<file path="src/design/khddm_pkg.sv">
// Shared types, codes and constants for the key-hold differential drive mixer.
// Used by every module of the block but the checker; depends on nothing else.
`default_nettype none

package khddm_pkg;

  localparam int STAMP_BITS = 32;

  localparam logic [1:0] OP_KEY  = 2'd0;
  localparam logic [1:0] OP_TICK = 2'd1;
  localparam logic [1:0] OP_EVAL = 2'd2;

  localparam logic [3:0] KEY_UP       = 4'd0;
  localparam logic [3:0] KEY_DOWN     = 4'd1;
  localparam logic [3:0] KEY_LEFT     = 4'd2;
  localparam logic [3:0] KEY_RIGHT    = 4'd3;
  localparam logic [3:0] KEY_STOP     = 4'd4;
  localparam logic [3:0] KEY_SPEED_UP = 4'd5;
  localparam logic [3:0] KEY_SPEED_DN = 4'd6;
  localparam logic [3:0] KEY_DIGIT    = 4'd7;
  localparam logic [3:0] KEY_LTRIM_UP = 4'd8;
  localparam logic [3:0] KEY_LTRIM_DN = 4'd9;
  localparam logic [3:0] KEY_RTRIM_UP = 4'd10;
  localparam logic [3:0] KEY_RTRIM_DN = 4'd11;

  localparam int DIR_UP    = 0;
  localparam int DIR_DOWN  = 1;
  localparam int DIR_LEFT  = 2;
  localparam int DIR_RIGHT = 3;

  localparam logic [15:0] TIMEOUT_RESET = 16'd550;
  localparam logic [6:0]  SPEED_RESET   = 7'd45;
  localparam logic [6:0]  SPEED_STEP    = 7'd9;
  localparam logic [6:0]  SPEED_MIN     = 7'd9;
  localparam logic [6:0]  SPEED_MAX     = 7'd90;
  localparam logic [6:0]  SPEED_LOW_CAP = 7'd18;
  localparam logic [3:0]  LEVEL_MIN     = 4'd1;
  localparam logic [3:0]  LEVEL_MAX     = 4'd9;
  localparam logic [3:0]  TRIM_RESET    = 4'd10;
  localparam logic [3:0]  TRIM_MIN      = 4'd5;
  localparam logic [3:0]  TRIM_MAX      = 4'd15;

  // Rounded division by 18 and 30 as exact reciprocal multiplies on 12-bit numerators.
  localparam logic [11:0] BASE_BIAS   = 12'd18;
  localparam logic [12:0] BASE_RECIP  = 13'd3641;
  localparam int          BASE_SHIFT  = 17;
  localparam logic [11:0] CURVE_BIAS  = 12'd30;
  localparam logic [12:0] CURVE_RECIP = 13'd4370;
  localparam int          CURVE_SHIFT = 18;

  localparam logic [2:0] REG_TIMEOUT = 3'd0;

  typedef struct packed {
    logic [3:0] held;
    logic       up_older;
    logic       left_older;
  } hold_t;

endpackage

`default_nettype wire

</file>
<file path="src/design/khddm_state.sv">
// Key-hold state: time base, press stamps, speed and trims, with held-key decode.
// Depends on khddm_pkg.
`default_nettype none

module khddm_state import khddm_pkg::*; (
  input  wire logic              clk,
  input  wire logic              rst,
  input  wire logic              fire,
  input  wire logic [1:0]        op,
  input  wire logic [3:0]        key,
  input  wire logic [3:0]        level,
  input  wire logic [15:0]       timeout,
  output hold_t                  hold,
  output logic      [10:0]       prod_l,
  output logic      [10:0]       prod_r,
  output logic      [3:0]        trim_l,
  output logic      [3:0]        trim_r
);

  logic [STAMP_BITS-1:0] time_now, time_now_next;
  logic [STAMP_BITS-1:0] stamp [4];
  logic [STAMP_BITS-1:0] stamp_next [4];
  logic [STAMP_BITS-1:0] age [4];
  logic [3:0]            valid, valid_next;
  logic [6:0]            speed, speed_next;
  logic [3:0]            trim_l_next, trim_r_next;
  logic [3:0]            lvl;

  always_comb begin
    for (int k = 0; k < 4; k++) begin
      age[k] = time_now - stamp[k];
      hold.held[k] = valid[k] && (age[k][STAMP_BITS-1:16] == '0) && (age[k][15:0] < timeout);
    end
    hold.up_older   = age[DIR_UP] > age[DIR_DOWN];
    hold.left_older = age[DIR_LEFT] > age[DIR_RIGHT];
  end

  always_comb begin
    time_now_next = time_now;
    valid_next    = valid;
    speed_next    = speed;
    trim_l_next   = trim_l;
    trim_r_next   = trim_r;
    for (int k = 0; k < 4; k++) begin
      stamp_next[k] = stamp[k];
    end
    lvl = level;
    if (level < LEVEL_MIN) begin
      lvl = LEVEL_MIN;
    end else if (level > LEVEL_MAX) begin
      lvl = LEVEL_MAX;
    end
    if (fire) begin
      case (op)
        OP_KEY: begin
          case (key)
            KEY_UP: begin
              stamp_next[DIR_UP] = time_now;
              valid_next[DIR_UP] = 1'b1;
            end
            KEY_DOWN: begin
              stamp_next[DIR_DOWN] = time_now;
              valid_next[DIR_DOWN] = 1'b1;
            end
            KEY_LEFT: begin
              stamp_next[DIR_LEFT] = time_now;
              valid_next[DIR_LEFT] = 1'b1;
            end
            KEY_RIGHT: begin
              stamp_next[DIR_RIGHT] = time_now;
              valid_next[DIR_RIGHT] = 1'b1;
            end
            KEY_STOP: begin
              valid_next = '0;
            end
            KEY_SPEED_UP: begin
              speed_next = (speed + SPEED_STEP > SPEED_MAX) ? SPEED_MAX : speed + SPEED_STEP;
            end
            KEY_SPEED_DN: begin
              speed_next = (speed < SPEED_LOW_CAP) ? SPEED_MIN : speed - SPEED_STEP;
            end
            KEY_DIGIT: begin
              speed_next = {lvl, 3'b000} + {2'b00, lvl, 1'b0};
            end
            KEY_LTRIM_UP: begin
              trim_l_next = (trim_l < TRIM_MAX) ? trim_l + 4'd1 : TRIM_MAX;
            end
            KEY_LTRIM_DN: begin
              trim_l_next = (trim_l > TRIM_MIN) ? trim_l - 4'd1 : TRIM_MIN;
            end
            KEY_RTRIM_UP: begin
              trim_r_next = (trim_r < TRIM_MAX) ? trim_r + 4'd1 : TRIM_MAX;
            end
            KEY_RTRIM_DN: begin
              trim_r_next = (trim_r > TRIM_MIN) ? trim_r - 4'd1 : TRIM_MIN;
            end
            default: begin
            end
          endcase
        end
        OP_TICK: begin
          time_now_next = time_now + 1'b1;
          // A held stamp never ages past 65535, so reaching it means the next age is 65536.
          for (int k = 0; k < 4; k++) begin
            if (valid[k] && ((age[k][STAMP_BITS-1:16] != '0) || (age[k][15:0] == 16'hFFFF))) begin
              valid_next[k] = 1'b0;
            end
          end
        end
        default: begin
        end
      endcase
    end
  end

  always_ff @(posedge clk) begin
    if (rst) begin
      time_now <= '0;
      valid    <= '0;
      speed    <= SPEED_RESET;
      trim_l   <= TRIM_RESET;
      trim_r   <= TRIM_RESET;
      prod_l   <= 11'(SPEED_RESET * TRIM_RESET);
      prod_r   <= 11'(SPEED_RESET * TRIM_RESET);
      for (int k = 0; k < 4; k++) begin
        stamp[k] <= '0;
      end
    end else begin
      time_now <= time_now_next;
      valid    <= valid_next;
      speed    <= speed_next;
      trim_l   <= trim_l_next;
      trim_r   <= trim_r_next;
      prod_l   <= 11'(speed_next) * 11'(trim_l_next);
      prod_r   <= 11'(speed_next) * 11'(trim_r_next);
      for (int k = 0; k < 4; k++) begin
        stamp[k] <= stamp_next[k];
      end
    end
  end

endmodule

`default_nettype wire

</file>
<file path="src/design/khddm_mix.sv">
// Drive mixer: resolves direction conflicts and forms rounded left/right commands.
// Depends on khddm_pkg.
`default_nettype none

module khddm_mix import khddm_pkg::*; (
  input  hold_t              hold,
  input  wire logic [10:0]   prod_l,
  input  wire logic [10:0]   prod_r,
  input  wire logic [3:0]    trim_l,
  input  wire logic [3:0]    trim_r,
  output logic signed [7:0]  left_mix,
  output logic signed [7:0]  right_mix
);

  logic        fwd, back, turn_l, turn_r;
  logic [11:0] nb_l, nb_r, nc_l, nc_r;
  logic [24:0] pb_l, pb_r, pc_l, pc_r;
  logic [6:0]  base_l, base_r, curve_l, curve_r, spin_l, spin_r;
  logic [6:0]  mag_l, mag_r;
  logic        neg_l, neg_r;

  assign fwd    = hold.held[DIR_UP] && (!hold.held[DIR_DOWN] || hold.up_older);
  assign back   = hold.held[DIR_DOWN] && (!hold.held[DIR_UP] || !hold.up_older);
  assign turn_l = hold.held[DIR_LEFT] && (!hold.held[DIR_RIGHT] || hold.left_older);
  assign turn_r = hold.held[DIR_RIGHT] && (!hold.held[DIR_LEFT] || !hold.left_older);

  assign nb_l = {prod_l, 1'b0} + BASE_BIAS;
  assign nb_r = {prod_r, 1'b0} + BASE_BIAS;
  assign nc_l = {prod_l, 1'b0} + CURVE_BIAS;
  assign nc_r = {prod_r, 1'b0} + CURVE_BIAS;

  assign pb_l = 25'(nb_l) * 25'(BASE_RECIP);
  assign pb_r = 25'(nb_r) * 25'(BASE_RECIP);
  assign pc_l = 25'(nc_l) * 25'(CURVE_RECIP);
  assign pc_r = 25'(nc_r) * 25'(CURVE_RECIP);

  assign base_l  = pb_l[BASE_SHIFT +: 7];
  assign base_r  = pb_r[BASE_SHIFT +: 7];
  assign curve_l = pc_l[CURVE_SHIFT +: 7];
  assign curve_r = pc_r[CURVE_SHIFT +: 7];
  assign spin_l  = {1'b0, trim_l, 2'b00};
  assign spin_r  = {1'b0, trim_r, 2'b00};

  always_comb begin
    mag_l = '0;
    mag_r = '0;
    neg_l = 1'b0;
    neg_r = 1'b0;
    if (fwd || back) begin
      neg_l = back;
      neg_r = back;
      if (turn_l) begin
        mag_l = curve_l;
        mag_r = base_r;
      end else if (turn_r) begin
        mag_l = base_l;
        mag_r = curve_r;
      end else begin
        mag_l = base_l;
        mag_r = base_r;
      end
    end else if (turn_l) begin
      mag_l = spin_l;
      mag_r = spin_r;
      neg_l = 1'b1;
    end else if (turn_r) begin
      mag_l = spin_l;
      mag_r = spin_r;
      neg_r = 1'b1;
    end
  end

  // Magnitudes never exceed 75, so the commands stay inside the plus or minus 100 range.
  assign left_mix  = neg_l ? 8'd0 - {1'b0, mag_l} : {1'b0, mag_l};
  assign right_mix = neg_r ? 8'd0 - {1'b0, mag_r} : {1'b0, mag_r};

endmodule

`default_nettype wire

</file>
<file path="src/design/key_hold_differential_drive_mixer.sv">
// Key-hold differential drive mixer, top level: input register, state, mixer, result register.
// An evaluate beat waits in the input register; its result beat is registered as it fires from there.
// Throughput: one beat per cycle of any kind; an evaluate waits only while a result is stalled.
// Reset (rst, synchronous): no holds, time zero, speed 45, trims 10, timeout 550, no result.
// Depends on khddm_pkg, khddm_state and khddm_mix.
`default_nettype none

module key_hold_differential_drive_mixer import khddm_pkg::*; (
  input  wire logic              clk,
  input  wire logic              rst,
  input  wire logic              item_valid,
  output logic                   item_stall,
  input  wire logic [1:0]        operation,
  input  wire logic [3:0]        key_class,
  input  wire logic [3:0]        speed_level,
  output logic                   result_valid,
  input  wire logic              result_stall,
  output logic signed [7:0]      left_drive,
  output logic signed [7:0]      right_drive,
  input  wire logic              psel,
  input  wire logic              penable,
  input  wire logic              pwrite,
  input  wire logic [2:0]        paddr,
  input  wire logic [31:0]       pwdata,
  output logic      [31:0]       prdata,
  output logic                   pready
);

  logic        stage_valid;
  logic [1:0]  stage_op;
  logic [3:0]  stage_key;
  logic [3:0]  stage_level;
  logic        out_free;
  logic        fire;
  logic        accept;
  logic [15:0] timeout;
  hold_t       hold;
  logic [10:0] prod_l, prod_r;
  logic [3:0]  trim_l, trim_r;
  logic signed [7:0] left_mix, right_mix;

  assign pready = 1'b1;
  assign prdata = (paddr == REG_TIMEOUT) ? {16'd0, timeout} : 32'd0;

  always_ff @(posedge clk) begin
    if (rst) begin
      timeout <= TIMEOUT_RESET;
    end else if (psel && penable && pwrite && pready && (paddr[2] == REG_TIMEOUT[2])) begin
      timeout <= pwdata[15:0];
    end
  end

  assign out_free   = !result_valid || !result_stall;
  assign fire       = stage_valid && ((stage_op != OP_EVAL) || out_free);
  assign item_stall = stage_valid && !fire;
  assign accept     = item_valid && !item_stall;

  always_ff @(posedge clk) begin
    if (rst) begin
      stage_valid <= 1'b0;
    end else if (accept) begin
      stage_valid <= 1'b1;
    end else if (fire) begin
      stage_valid <= 1'b0;
    end
  end

  always_ff @(posedge clk) begin
    if (accept) begin
      stage_op    <= operation;
      stage_key   <= key_class;
      stage_level <= speed_level;
    end
  end

  khddm_state u_state (
    .clk     (clk),
    .rst     (rst),
    .fire    (fire),
    .op      (stage_op),
    .key     (stage_key),
    .level   (stage_level),
    .timeout (timeout),
    .hold    (hold),
    .prod_l  (prod_l),
    .prod_r  (prod_r),
    .trim_l  (trim_l),
    .trim_r  (trim_r)
  );

  khddm_mix u_mix (
    .hold      (hold),
    .prod_l    (prod_l),
    .prod_r    (prod_r),
    .trim_l    (trim_l),
    .trim_r    (trim_r),
    .left_mix  (left_mix),
    .right_mix (right_mix)
  );

  always_ff @(posedge clk) begin
    if (rst) begin
      result_valid <= 1'b0;
    end else if (fire && (stage_op == OP_EVAL)) begin
      result_valid <= 1'b1;
    end else if (!result_stall) begin
      result_valid <= 1'b0;
    end
  end

  always_ff @(posedge clk) begin
    if (fire && (stage_op == OP_EVAL)) begin
      left_drive  <= left_mix;
      right_drive <= right_mix;
    end
  end

endmodule

`default_nettype wire

</file>
<file path="config.mk">
export PLATFORM = sky130hd
export DESIGN_NAME = key_hold_differential_drive_mixer
export DESIGN_NICKNAME = d
export VERILOG_FILES = /design/src/design/khddm_pkg.sv /design/src/design/khddm_state.sv /design/src/design/khddm_mix.sv /design/src/design/key_hold_differential_drive_mixer.sv
export SDC_FILE = /design/constraint.sdc
export NUM_CORES = 1
export LEC_CHECK = 0
export ABC_AREA = 1
export BUFFER_PORTS_ARGS = -buffer_cell sky130_fd_sc_hd__buf_2
export CORE_AREA = 4 4 236 238
export DETAILED_ROUTE_END_ITERATION = 7
export DIE_AREA = 0 0 240 242
export GPL_TIMING_DRIVEN = 0
export PLACE_DENSITY = 0.79
export SYNTH_ARGS = -nofsm -noshare
export SYNTH_HDL_FRONTEND = slang
export SYNTH_HIERARCHICAL = 1
export SYNTH_SLANG_ARGS = --single-unit
</file>
<file path="constraint.sdc">
create_clock -name clk -period 5.8 [get_ports clk]
set_clock_uncertainty 0.1 [all_clocks]
set_input_delay 0.87 -clock clk [delete_from_list [all_inputs] [get_ports clk]]
set_output_delay 0.87 -clock clk [all_outputs]
set_load 0.01 [all_outputs]
</file>
After elaboration in Yosys (flattened, before gate mapping)
Memories as Yosys holds them, arrays and structs flattened.
Index checks and enable logic that the tools add are counted.
{"block": "word_totals", "reg_bits": 117, "mem_bits_rw": 128, "in_bits": 52, "elab_cells": 213, "n_memories": 1}
{"memory": "u_state.stamp", "words": 4, "width": 32, "rd": 4, "rd_clocked_by_memory_dff": 0, "write_ports": 4, "line": "khddm_state.sv:21", "source": "logic [STAMP_BITS-1:0] stamp [4];"}
{"block": "op_classes", "n_addsub": 18, "multipliers": 6, "order_cmp": 14, "n_eq_ne": 27, "n_mux": 60, "bitwise": 5, "n_reduce_logical": 62}
{"op": "$mux 128", "count": 2}
{"op": "$mux 32", "count": 8}
{"op": "$sub 32x32->32", "count": 4}
{"op": "$mul 12x12->24 const B", "count": 4}
{"op": "$mux 7", "count": 13}
{"op": "$eq 16x16->1 const B", "count": 4}
{"op": "$gt 32x32->1", "count": 2}
{"op": "$logic_not 16->1", "count": 4}
{"op": "$lt 16x16->1", "count": 4}
{"op": "$reduce_bool 16->1", "count": 4}
{"op": "$add 12x5->12 const B", "count": 4}
{"op": "$mux 4", "count": 10}
{"op": "$add 32x1->32 const B", "count": 1}
{"op": "$pmux 4 s2", "count": 3}
{"op": "$logic_and 1x1->1", "count": 23}
{"op": "$mul 7x4->11", "count": 2}
{"op": "$pmux 7 s3", "count": 1}
{"op": "$eq 4x3->1 const B", "count": 4}
{"op": "$eq 4x4->1 const B", "count": 4}
{"op": "$mux 1", "count": 16}
{"op": "$mux 16", "count": 1}
{"op": "$reduce_and 4->1", "count": 4}
{"op": "$sub 1x7->8 const A", "count": 2}
{"op": "$mux 6", "count": 2}
{"op": "other kinds (29)", "count": 66}

Depth between registers and ports, before layout
Gate-level depths: netlist of the first run.
An unclocked memory read counts as a cell.
{"block": "logic_depth", "word_depth": 13, "mapped_depth": 41, "mapped_depth_nobuf": 41}

Cells and area by module
Netlist of the first run, hierarchy kept.
{"module": "khddm_state", "n_inst": 1, "cells_per_inst": 3373, "area_each_um2": 21012.7}
{"module": "khddm_mix", "n_inst": 1, "cells_per_inst": 1229, "area_each_um2": 8531.9}
{"module": "key_hold_differential_drive_mixer", "n_inst": 1, "cells_per_inst": 199, "area_each_um2": 1839.3}

Worst setup path after synthesis of the first run
No wires, ideal clock.
{"block": "synth_timing", "path_type": "reg2reg", "from": "register u_state.prod_r[1]", "to": "register right_drive[4], data pin", "setup_time_ns": 0.254, "arrival_ns": 5.481, "setup_slack_ns": -0.035, "stages_incl_launch_ff": 35, "path_buffers": 0, "synth_period_minus_slack_ns": 5.835, "cell_sequence": "dfxtp_1 ha_1 a21oi_1 or2_2 nor2_1 xor2_1 inv_1 nand2_1 nand2_1 inv_1 ha_1 ha_1 ha_1 fa_1 inv_1 fa_1 inv_1 ha_1 nand2_1 inv_1 nand2_1 nand3_1 inv_1 nand2_1 a21oi_1 and2_1 o21ai_0 nand2_1 nand2_1 ha_1 nand3_1 nor2_2 nor2_1 xor2_1 inv_1"}
{"block": "synth_between", "elab_chain_cells": 7}
{"element": "start: declaration", "line": "khddm_state.sv:15", "source": "output logic [10:0] prod_r,"}
{"element": "start signal: assignment", "line": "khddm_state.sv:124", "source": "prod_r <= 11'(SPEED_RESET * TRIM_RESET);"}
{"element": "start signal: assignment", "line": "khddm_state.sv:135", "source": "prod_r <= 11'(speed_next) * 11'(trim_r_next);"}
{"element": "$add 12x5->12, on equally long branches", "line": "khddm_mix.sv:28, khddm_mix.sv:30"}
{"element": "$mul 12x12->24, on equally long branches", "line": "khddm_mix.sv:33, khddm_mix.sv:35"}
{"element": "$mux 7", "line": "khddm_mix.sv:55", "source": "end else if (turn_r) begin"}
{"element": "$mux 7 (*)", "line": "khddm_mix.sv:52", "source": "if (turn_l) begin"}
{"element": "$mux 7 (*)", "line": "khddm_mix.sv:49", "source": "if (fwd || back) begin"}
{"element": "$sub 1x7->8", "line": "khddm_mix.sv:75", "source": "assign right_mix = neg_r ? 8'd0 - {1'b0, mag_r} : {1'b0, mag_r};"}
{"element": "$mux 7 (*)", "line": "khddm_mix.sv:75"}
{"element": "named net right_mix[4]", "line": "key_hold_differential_drive_mixer.sv:40", "source": "logic signed [7:0] left_mix, right_mix;"}
{"element": "end signal: assignment", "line": "key_hold_differential_drive_mixer.sv:114", "source": "right_drive <= right_mix;"}
{"element": "end: declaration", "line": "key_hold_differential_drive_mixer.sv:19", "source": "output logic signed [7:0] right_drive,"}
The timed path passes the listed nets; every way through them passes the cells marked *.
A chain may end at the register's enable or synchronous reset.

Worst setup path after layout of the first run
{"block": "layout_timing", "from": "register u_state.prod_r[0]", "to": "register right_drive[4], data pin"}
The elaborated chain is that of the path after synthesis.

==> reports/results.ini, run 1 <==
[routing]
dr.pass1.iters = 7
final_antenna_net_count = 0
wirelength_um = 96100
drt_first_iter_violations = 2551
dr_total_vias = 31900
drc_errors = 0
via_per_inst = 5.59
routed_wire_length_per_instance_um = 16.9

[floorplanning]
fp.dieArea_um2 = 58100
floorplan_core_area_um2 = 53600
num_rows = 85
floorplan.die.width_um = 240
dieHeight_um = 242
io-pin-count = 103
initial_utilization_pct = 58.6

[layout]
finish.net_count = 5658
layout.cells.non_filler = 5701
fillerInstances = 4765
layout-drive-gt1-share_pct = 9.87
area_of_all_placed_cells_without_fillers_um2 = 35400
area.sequential_um2 = 5220
antenna_cells = 0
area_delta_synth_final_pct = 12.7
multiInputGateArea_um2 = 23700

[clocking]
cts_htree_levels = 1
clkLatencyLatePin_ns = 0.61
cts_made_buffers = 30
root_buffer = sky130_fd_sc_hd__clkbuf_16
ctsHoldBuffers = 0
clock-sinks = 245
clock_path_buffers = 3
path_clk_slew_ns = 0.06
cts_tree = built

[logic_synthesis]
synth.top_cells.by_count = 1,032 x sky130_fd_sc_hd__nand2_1, 872 x sky130_fd_sc_hd__inv_1, 547 x sky130_fd_sc_hd__ha_1
yosys_warnings = 6
yosys.cell_types.count = 65
postSynthCellCount = 4801
ys_ff_latch = 245
synth.avg_cell_area_um2 = 6.54
ys_async_sr_fraction_pct = 0
post-synth-top-area-fraction_pct = 21.8
biggest_area_contributors_in_the_synthesized_netlist = sky130_fd_sc_hd__ha_1 22%, sky130_fd_sc_hd__dfxtp_1 14%, sky130_fd_sc_hd__nand2_1 12%
syn_area_um2 = 31400
number_of_synthesized_flops_with_an_enable_pin = 26
ys_seq_area_share_pct = 16.5
post-synth-top-count-cell = sky130_fd_sc_hd__nand2_1
synth_top_cell_by_area = sky130_fd_sc_hd__ha_1
ys.flop_type = sky130_fd_sc_hd__dfxtp_1

[worst_setup_path]
critPathMostFrequentCell = sky130_fd_sc_hd__ha_4
timing.critical_path.fanout_max = 3
worst-setup-path-type = flip-flop to flip-flop
timing.critical_path.arrival_ns = 6.05
critical_path.startpoint_type = flip-flop
end_kind = flip-flop
crit_path_top_delay_cell = sky130_fd_sc_hd__fa_1
max_stage_delay_ns = 0.57
worst_ep_required_time_ns = 6.02

[global_route]
antenna_found_initial = 0
first_global_vias = 29400
global_route.overflow_total = 0
grt.total_usage_pct = 30.7
grt_start_max_net_pins = 17
grt_pass1_wl_um = 148000

[run_status]
failed_checks = negative setup slack
run_status = finished, violations left

[sta]
unrepaired_setup_endpoints_after_global_routing = yes
max_clock_freq_mhz = 171
maxSlewHeadroom_pct = 29.7
slew_violations = 0
period_needed_ns = 5.83
report.final.hold_viol_count = 0
layout_worst_path_cycle_share_pct = 101
finalSetupViolCount = 2
max_slew.worst_pin.slew_ns = 1.05
setup_ws_ns = -0.0325

[placement]
placed_cell_area_um2 = 32700
port_buf_inserts = 69
gpl.final_weighted_congestion = 0.994
hpwlAfterDp_um = 74400
post-place-cells = 5581

[power_and_ir_drop]
internal_pwr_total_uw = 5440
post_layout_power_uw = 10200
sequentialPowerShare_pct = 17.2
vdd_drop_max_mv = 0.376
power_frac_comb_pct = 64.5
clock_network_fraction_of_design_power_pct = 18.3
p_leak_uw = 0.0193
power.share.switching_pct = 46.8
pwr_density_cell_nw_per_um2 = 289
p_switching_uw = 4790

[run]
max-cap-violations = 0

[min_path]
hp-class = input pin to flip-flop

## critical path, delay by kind of cell (launching register included)
| family | cells | cell delay [ns] |
|---|---|---|
| and+or+nand+nor | 14 | 1.43 |
| adders and majority gates | 8 | 2.36 |
| buffers and inverters | 7 | 0.48 |
| DFF | 1 | 0.37 |
| xor gates and xnor gates | 2 | 0.44 |
| AOI/OAI and AO/OA | 3 | 0.39 |
## state kept, by name, summed over array words and instances (netlist names), 7 cells and up
signal	count
u_state/time_now	32
left_drive	8
timeout	16
u_state/stamp	128
right_drive	8
u_state/prod_r	11
u_state/prod_l	11
u_state/speed	7
## power by group through the flow
stage	sequential (uW)	clock, uW	combinational (uW)
after floorplan	1790	0	3540
after global placement	1800	0	4660
after detailed placement	1800	0	4750
after CTS	1760	1900	5460
after global routing	1760	1960	7240
final	1760	1870	6600
## routing by layer
layer  GRT usage (%)  routed length (um)  up-vias
met5               0                   0        -
met4            9.51                4310        0
met3            3.35                6810      252
met2            52.3               44400     1176
met1            40.8               40600    14500
li1                -                   -    15900
## repair_timing
action,in CTS,in global routing
cloned,0,0
endpoints found under the setup margin,15,20
pin swaps,41,84
buffers inserted,32,36
hold endpoints to repair,0,0
gates resized for setup,132,136
## per-stage QoR
step | setup slack, ns | util (%) | setup TNS [ns] | hold WS [ns]
global route | -0.238 | 66.0 | -1.59 | 0.324
finish | -0.0325 | 66.0 | -0.0360 | 0.342
global placement | -1.15 | 60.9 | -9.87 | 0.343
detailed placement | -1.18 | 60.9 | -11.00 | 0.349
CTS | -0.0139 | 64.4 | -0.0139 | 0.313
floorplan | 0.00935 | - | 0 | 0.333
## placed cells by master, fill, tap and decap left out, types with 31 or more instances in the layout
cell type	netlist	layout
sky130_fd_sc_hd__a21oi_1	431	415
sky130_fd_sc_hd__buf_2	7	75
sky130_fd_sc_hd__buf_4	18	84
sky130_fd_sc_hd__clkbuf_1	50	54
sky130_fd_sc_hd__clkbuf_16	0	31
sky130_fd_sc_hd__dfxtp_1	219	189
sky130_fd_sc_hd__fa_1	75	72
sky130_fd_sc_hd__ha_1	547	510
sky130_fd_sc_hd__ha_4	0	33
sky130_fd_sc_hd__inv_1	872	850
sky130_fd_sc_hd__nand2_1	1032	1008
sky130_fd_sc_hd__nand2_2	14	32
sky130_fd_sc_hd__nand3_1	235	222
sky130_fd_sc_hd__nand4_1	33	33
sky130_fd_sc_hd__nor2_1	506	489
sky130_fd_sc_hd__nor3_1	69	62
sky130_fd_sc_hd__o21ai_0	287	276
sky130_fd_sc_hd__xor2_1	101	89
## cell type report
| cell class | count | area share (%) |
|---|---|---|
| buffer | 77 | 1.08 |
| clock buffer | 38 | 2.35 |
| clock inverter | 15 | 0.379 |
| inverter | 881 | 9.40 |
| multi-input combinational | 3612 | 67.1 |
| sequential | 245 | 14.8 |
| tap | 696 | 2.46 |
| timing repair buffer | 137 | 2.44 |
## worst paths after layout
kind                                         start                          endpoint  slack, ns  depth (start not counted)
setup / recovery      u_state/prod_r[0]$_SDFF_PP0_          right_drive[4]$_DFFE_PP_      -0.03                         34
hold reg to reg   u_state/stamp[0][6]$_SDFFE_PP0P_  u_state/stamp[0][6]$_SDFFE_PP0P_       0.36                          2
hold / removal                        operation[1]             stage_op[1]$_DFFE_PP_       0.34                          1
setup reg to reg      u_state/prod_r[0]$_SDFF_PP0_          right_drive[4]$_DFFE_PP_      -0.03                         34
## cell families after synthesis
logic type      Yosys count  share of synthesized area (%)
xor+xnor                131                           3.66
compound gates          855                           14.7
other cells               2                         0.0239
fa+ha+maj               622                           26.6
flops                   245                           16.5
simple gates           1987                           26.7
buf+inv                 959                           11.8
Power figures use the tool's default switching activity.
==> run 2: changes to the inputs <==
Settings changed: CORE_AREA 4 4 236 238 to 4 4 239 241, DIE_AREA 0 0 240 242 to 0 0 243 245, MAX_ROUTING_LAYER set to met4, PLACE_DENSITY 0.79 to 0.78, SYNTH_HIERARCHICAL 1 to not set.
==> run 2 against run 1 <==
The flow still finishes with violations (negative setup slack). First-iteration DRC count grew 0.98%. Area after synthesis grew 2.1%. Worst setup slack lost 0.034 ns. Cell area grew 0.84%. Global-route usage grew 1.6 points. Maximum frequency shrank 0.58%. Core utilization shrank 0.99 points. Critical path depth shrank 4. Die area grew 2.5%. Synthesized cell count grew 2.9%. Worst hold slack gained 0.017 ns. Critical path type unchanged.
==> reports/results.ini, run 2 <==
[floorplanning]
dieHeight_um = 245  ; +1.2%
initial_utilization_pct = 58.4  ; -0.15 points
fp.dieArea_um2 = 59500  ; +2.5%
io-pin-count = 103  ; unchanged
floorplan_core_area_um2 = 54900  ; +2.4%
floorplan.die.width_um = 243  ; +1.3%
num_rows = 86  ; +1.2%

[run]
max-cap-violations = 0  ; unchanged

[global_route]
grt_start_max_net_pins = 17  ; unchanged
antenna_found_initial = 0  ; unchanged
grt.total_usage_pct = 32.3  ; +1.6 points
global_route.overflow_total = 0  ; unchanged
first_global_vias = 28900  ; -1.5%
grt_pass1_wl_um = 152000  ; +2.9%

[layout]
mostFrequentLayoutCell = sky130_fd_sc_hd__nand2_1
largest_register_ffs = 128  ; unchanged
layout.cells.non_filler = 5827  ; +2.2%
largest-register = u_state.stamp
layout-drive-gt1-share_pct = 9.58  ; -0.29 points
biggest_registers_after_layout = u_state.stamp x128, u_state.time_now x32, timeout x16
most-common-layout-cells = 1,201 x sky130_fd_sc_hd__nand2_1, 960 x sky130_fd_sc_hd__inv_1, 527 x sky130_fd_sc_hd__ha_1, 376 x sky130_fd_sc_hd__nor2_1, 376 x sky130_fd_sc_hd__a21oi_1
area_delta_synth_final_pct = 11.3
antenna_cells = 0  ; unchanged
area_of_all_placed_cells_without_fillers_um2 = 35700  ; +0.84%
finish.net_count = 5783  ; +2.2%

[placement]
placed_cell_area_um2 = 33300  ; +2.0%
post-place-cells = 5728  ; +2.6%
hpwlAfterDp_um = 80300  ; +7.9%
gpl.final_weighted_congestion = 0.997  ; +0.33%
port_buf_inserts = 68  ; -1.4%
detailedPlace.worstSlack_ns = -0.718  ; +0.459 ns

[worst_setup_path]
crit_family = adder cells
worst_ep_required_time_ns = 6.02  ; about the same
critical_path.startpoint_type = flip-flop
end_kind = flip-flop
timing.critical_path.fanout_max = 5  ; +2
crit_path_top_delay_cell = sky130_fd_sc_hd__fa_1
worst-setup-path-type = flip-flop to flip-flop
timing.critical_path.arrival_ns = 6.09  ; +0.04 ns
crit_buf_inv = 3  ; -4
max_stage_delay_ns = 0.62  ; +0.05 ns
critPathMostFrequentCell = sky130_fd_sc_hd__ha_4

[power_and_ir_drop]
vdd_drop_max_mv = 0.447  ; +19%
pwr_density_cell_nw_per_um2 = 247  ; -15%
p_leak_uw = 0.0194  ; +0.17%

[clocking]
cts_made_buffers = 28  ; -6.7%
clock-sinks = 245  ; unchanged
cts_tree = built
cts_htree_levels = 1  ; unchanged
ctsHoldBuffers = 0  ; unchanged
clock_path_buffers = 3  ; unchanged
root_buffer = sky130_fd_sc_hd__clkbuf_16
path_clk_slew_ns = 0.07  ; about the same
clkLatencyLatePin_ns = 0.58  ; -0.03 ns

[logic_synthesis]
biggest_area_contributors_in_the_synthesized_netlist = sky130_fd_sc_hd__ha_1 22%, sky130_fd_sc_hd__nand2_1 14%, sky130_fd_sc_hd__dfxtp_1 14%
ys_async_sr_fraction_pct = 0  ; unchanged
postSynthCellCount = 4941  ; +2.9%
yosys_warnings = 0  ; -6
syn_area_um2 = 32000  ; +2.1%
post-synth-top-area-fraction_pct = 21.6  ; -0.26 points
post-synth-top-count-cell = sky130_fd_sc_hd__nand2_1
ys.flop_type = sky130_fd_sc_hd__dfxtp_1
synth.top_cells.by_count = 1,222 x sky130_fd_sc_hd__nand2_1, 974 x sky130_fd_sc_hd__inv_1, 552 x sky130_fd_sc_hd__ha_1
synth.avg_cell_area_um2 = 6.49  ; -0.78%
ys_ff_latch = 245  ; unchanged
synth_top_cell_by_area = sky130_fd_sc_hd__ha_1
number_of_synthesized_flops_with_an_enable_pin = 26  ; unchanged
ys_seq_area_share_pct = 16.1  ; -0.34 points
yosys.cell_types.count = 59  ; -9.2%

[min_path]
hp-class = flip-flop to flip-flop

[routing]
drc_errors = 0  ; unchanged
drt_first_iter_violations = 2576  ; +0.98%
dr_total_vias = 32100  ; +0.66%
routed_wire_length_per_instance_um = 17.2  ; +2.0%
via_per_inst = 5.50  ; -1.5%
final_antenna_net_count = 0  ; unchanged
wirelength_um = 100000  ; +4.2%
dr.pass1.iters = 8  ; +1

[sta]
finalSetupViolCount = 7  ; +5
max_clock_freq_mhz = 170  ; -0.58%
unrepaired_setup_endpoints_after_global_routing = yes
setup_tns_ns = -0.238  ; -0.202 ns
layout_worst_path_cycle_share_pct = 101  ; +0.59 points
period_needed_ns = 5.87  ; +0.0341 ns
slew_violations = 0  ; unchanged
maxSlewHeadroom_pct = 43.2  ; +13 points
max_slew.worst_pin.slew_ns = 0.852  ; -0.202 ns
setup_ws_ns = -0.0666  ; -0.0341 ns
report.final.hold_viol_count = 0  ; unchanged

[run_status]
failed_checks = negative setup slack
run_status = finished, violations left

## run 2: cell types whose count changed in the layout (fill, tap and decap cells not counted), moves of 22 or more
cell and change:
sky130_fd_sc_hd__nand2_2 +28, sky130_fd_sc_hd__a21oi_1 -39, sky130_fd_sc_hd__nand4_1 +39, sky130_fd_sc_hd__o21ai_0 -51, sky130_fd_sc_hd__inv_1 +110, sky130_fd_sc_hd__nor2_1 -113
sky130_fd_sc_hd__nand3_1 -42, sky130_fd_sc_hd__nor2_2 +22, sky130_fd_sc_hd__nand2_1 +193
## run 2: area by class of cell
cell class | instances | area [um^2]
Tap cell | 704 | 881
Timing Repair Buffer | 120 | 747
Buffer | 76 | 363
Fill cell | 5051 | 19200
Sequential cell | 245 | 5200
Inverter | 1006 | 3790
Clock inverter | 12 | 145
Clock buffer | 39 | 857
Multi-Input combinational cell | 3625 | 23700
## run 2: worst paths after layout
path / end / slack, ns / cells after the start / from
worst max-delay path: right_drive[6]$_DFFE_PP_ / -0.07 / 30 / u_state.prod_r[0]$_SDFF_PP0_
worst min register to register: u_state.stamp[0][15]$_SDFFE_PP0P_ / 0.36 / 2 / u_state.stamp[0][15]$_SDFFE_PP0P_
worst min-delay path: u_state.stamp[0][15]$_SDFFE_PP0P_ / 0.36 / 2 / u_state.stamp[0][15]$_SDFFE_PP0P_
worst max register to register: right_drive[6]$_DFFE_PP_ / -0.07 / 30 / u_state.prod_r[0]$_SDFF_PP0_
## run 2: repair_timing
item | in CTS | in global routing
pin swaps | 19 | 82
setup buffers | 14 | 38
hold endpoints to repair | 0 | 0
gates resized for setup | 66 | 123
setup endpoints to repair | 17 | 20
gates cloned | 0 | 0
## run 2: per-layer routing
metal | vias up | track usage [%] | routed length [um]
met3 | 305 | 3.67 | 6460
met4 | 0 | 11.4 | 4880
met2 | 1140 | 53.4 | 46200
li1 | 16100 | - | -
met5 | - | - | 0
met1 | 14600 | 41.0 | 42600
## run 2: cells by family (layout without fill, tap and decap cells)
| logic type | count (synthesis) | in the layout | share of synthesized area, % |
|---|---|---|---|
| AO/OA/AOI/OAI | 740 | 740 | 12.5 |
| XOR/XNOR | 149 | 149 | 4.07 |
| adder cells (fa/ha/maj) | 629 | 629 | 26.4 |
| buffers and inverters | 1086 | 1253 | 13.0 |
| flip-flops | 245 | 245 | 16.1 |
| other | 2 | 17 | 0.0234 |
| AND/OR/NAND/NOR | 2090 | 2090 | 28.0 |
## run 2: per-stage QoR
stage / total power, uW / utilization [%] / hold WS, ns
global route: 9460 / 65.0 / 0.370
floorplan: 4810 / - / 0.333
detailed placement: 5780 / 60.7 / 0.349
global placement: 5660 / 60.7 / 0.345
CTS: 7910 / 63.3 / 0.358
finish: 8820 / 65.0 / 0.360
## run 2: worst reg2reg max path, delay by kind of cell (launching register included)
family          cells  cell delay, ns
flops               1            0.40
simple gates       12            1.11
fa+ha+maj           8            2.38
xor+xnor            3            0.67
buf+inv             3            0.35
compound gates      4            0.59
## run 2: report_power, final
group	leakage (uW)	internal, uW	switching [uW]
Sequential	0.00201	1740	35.7
Combinational	0.0169	2120	2990
Clock	0.000483	1160	774
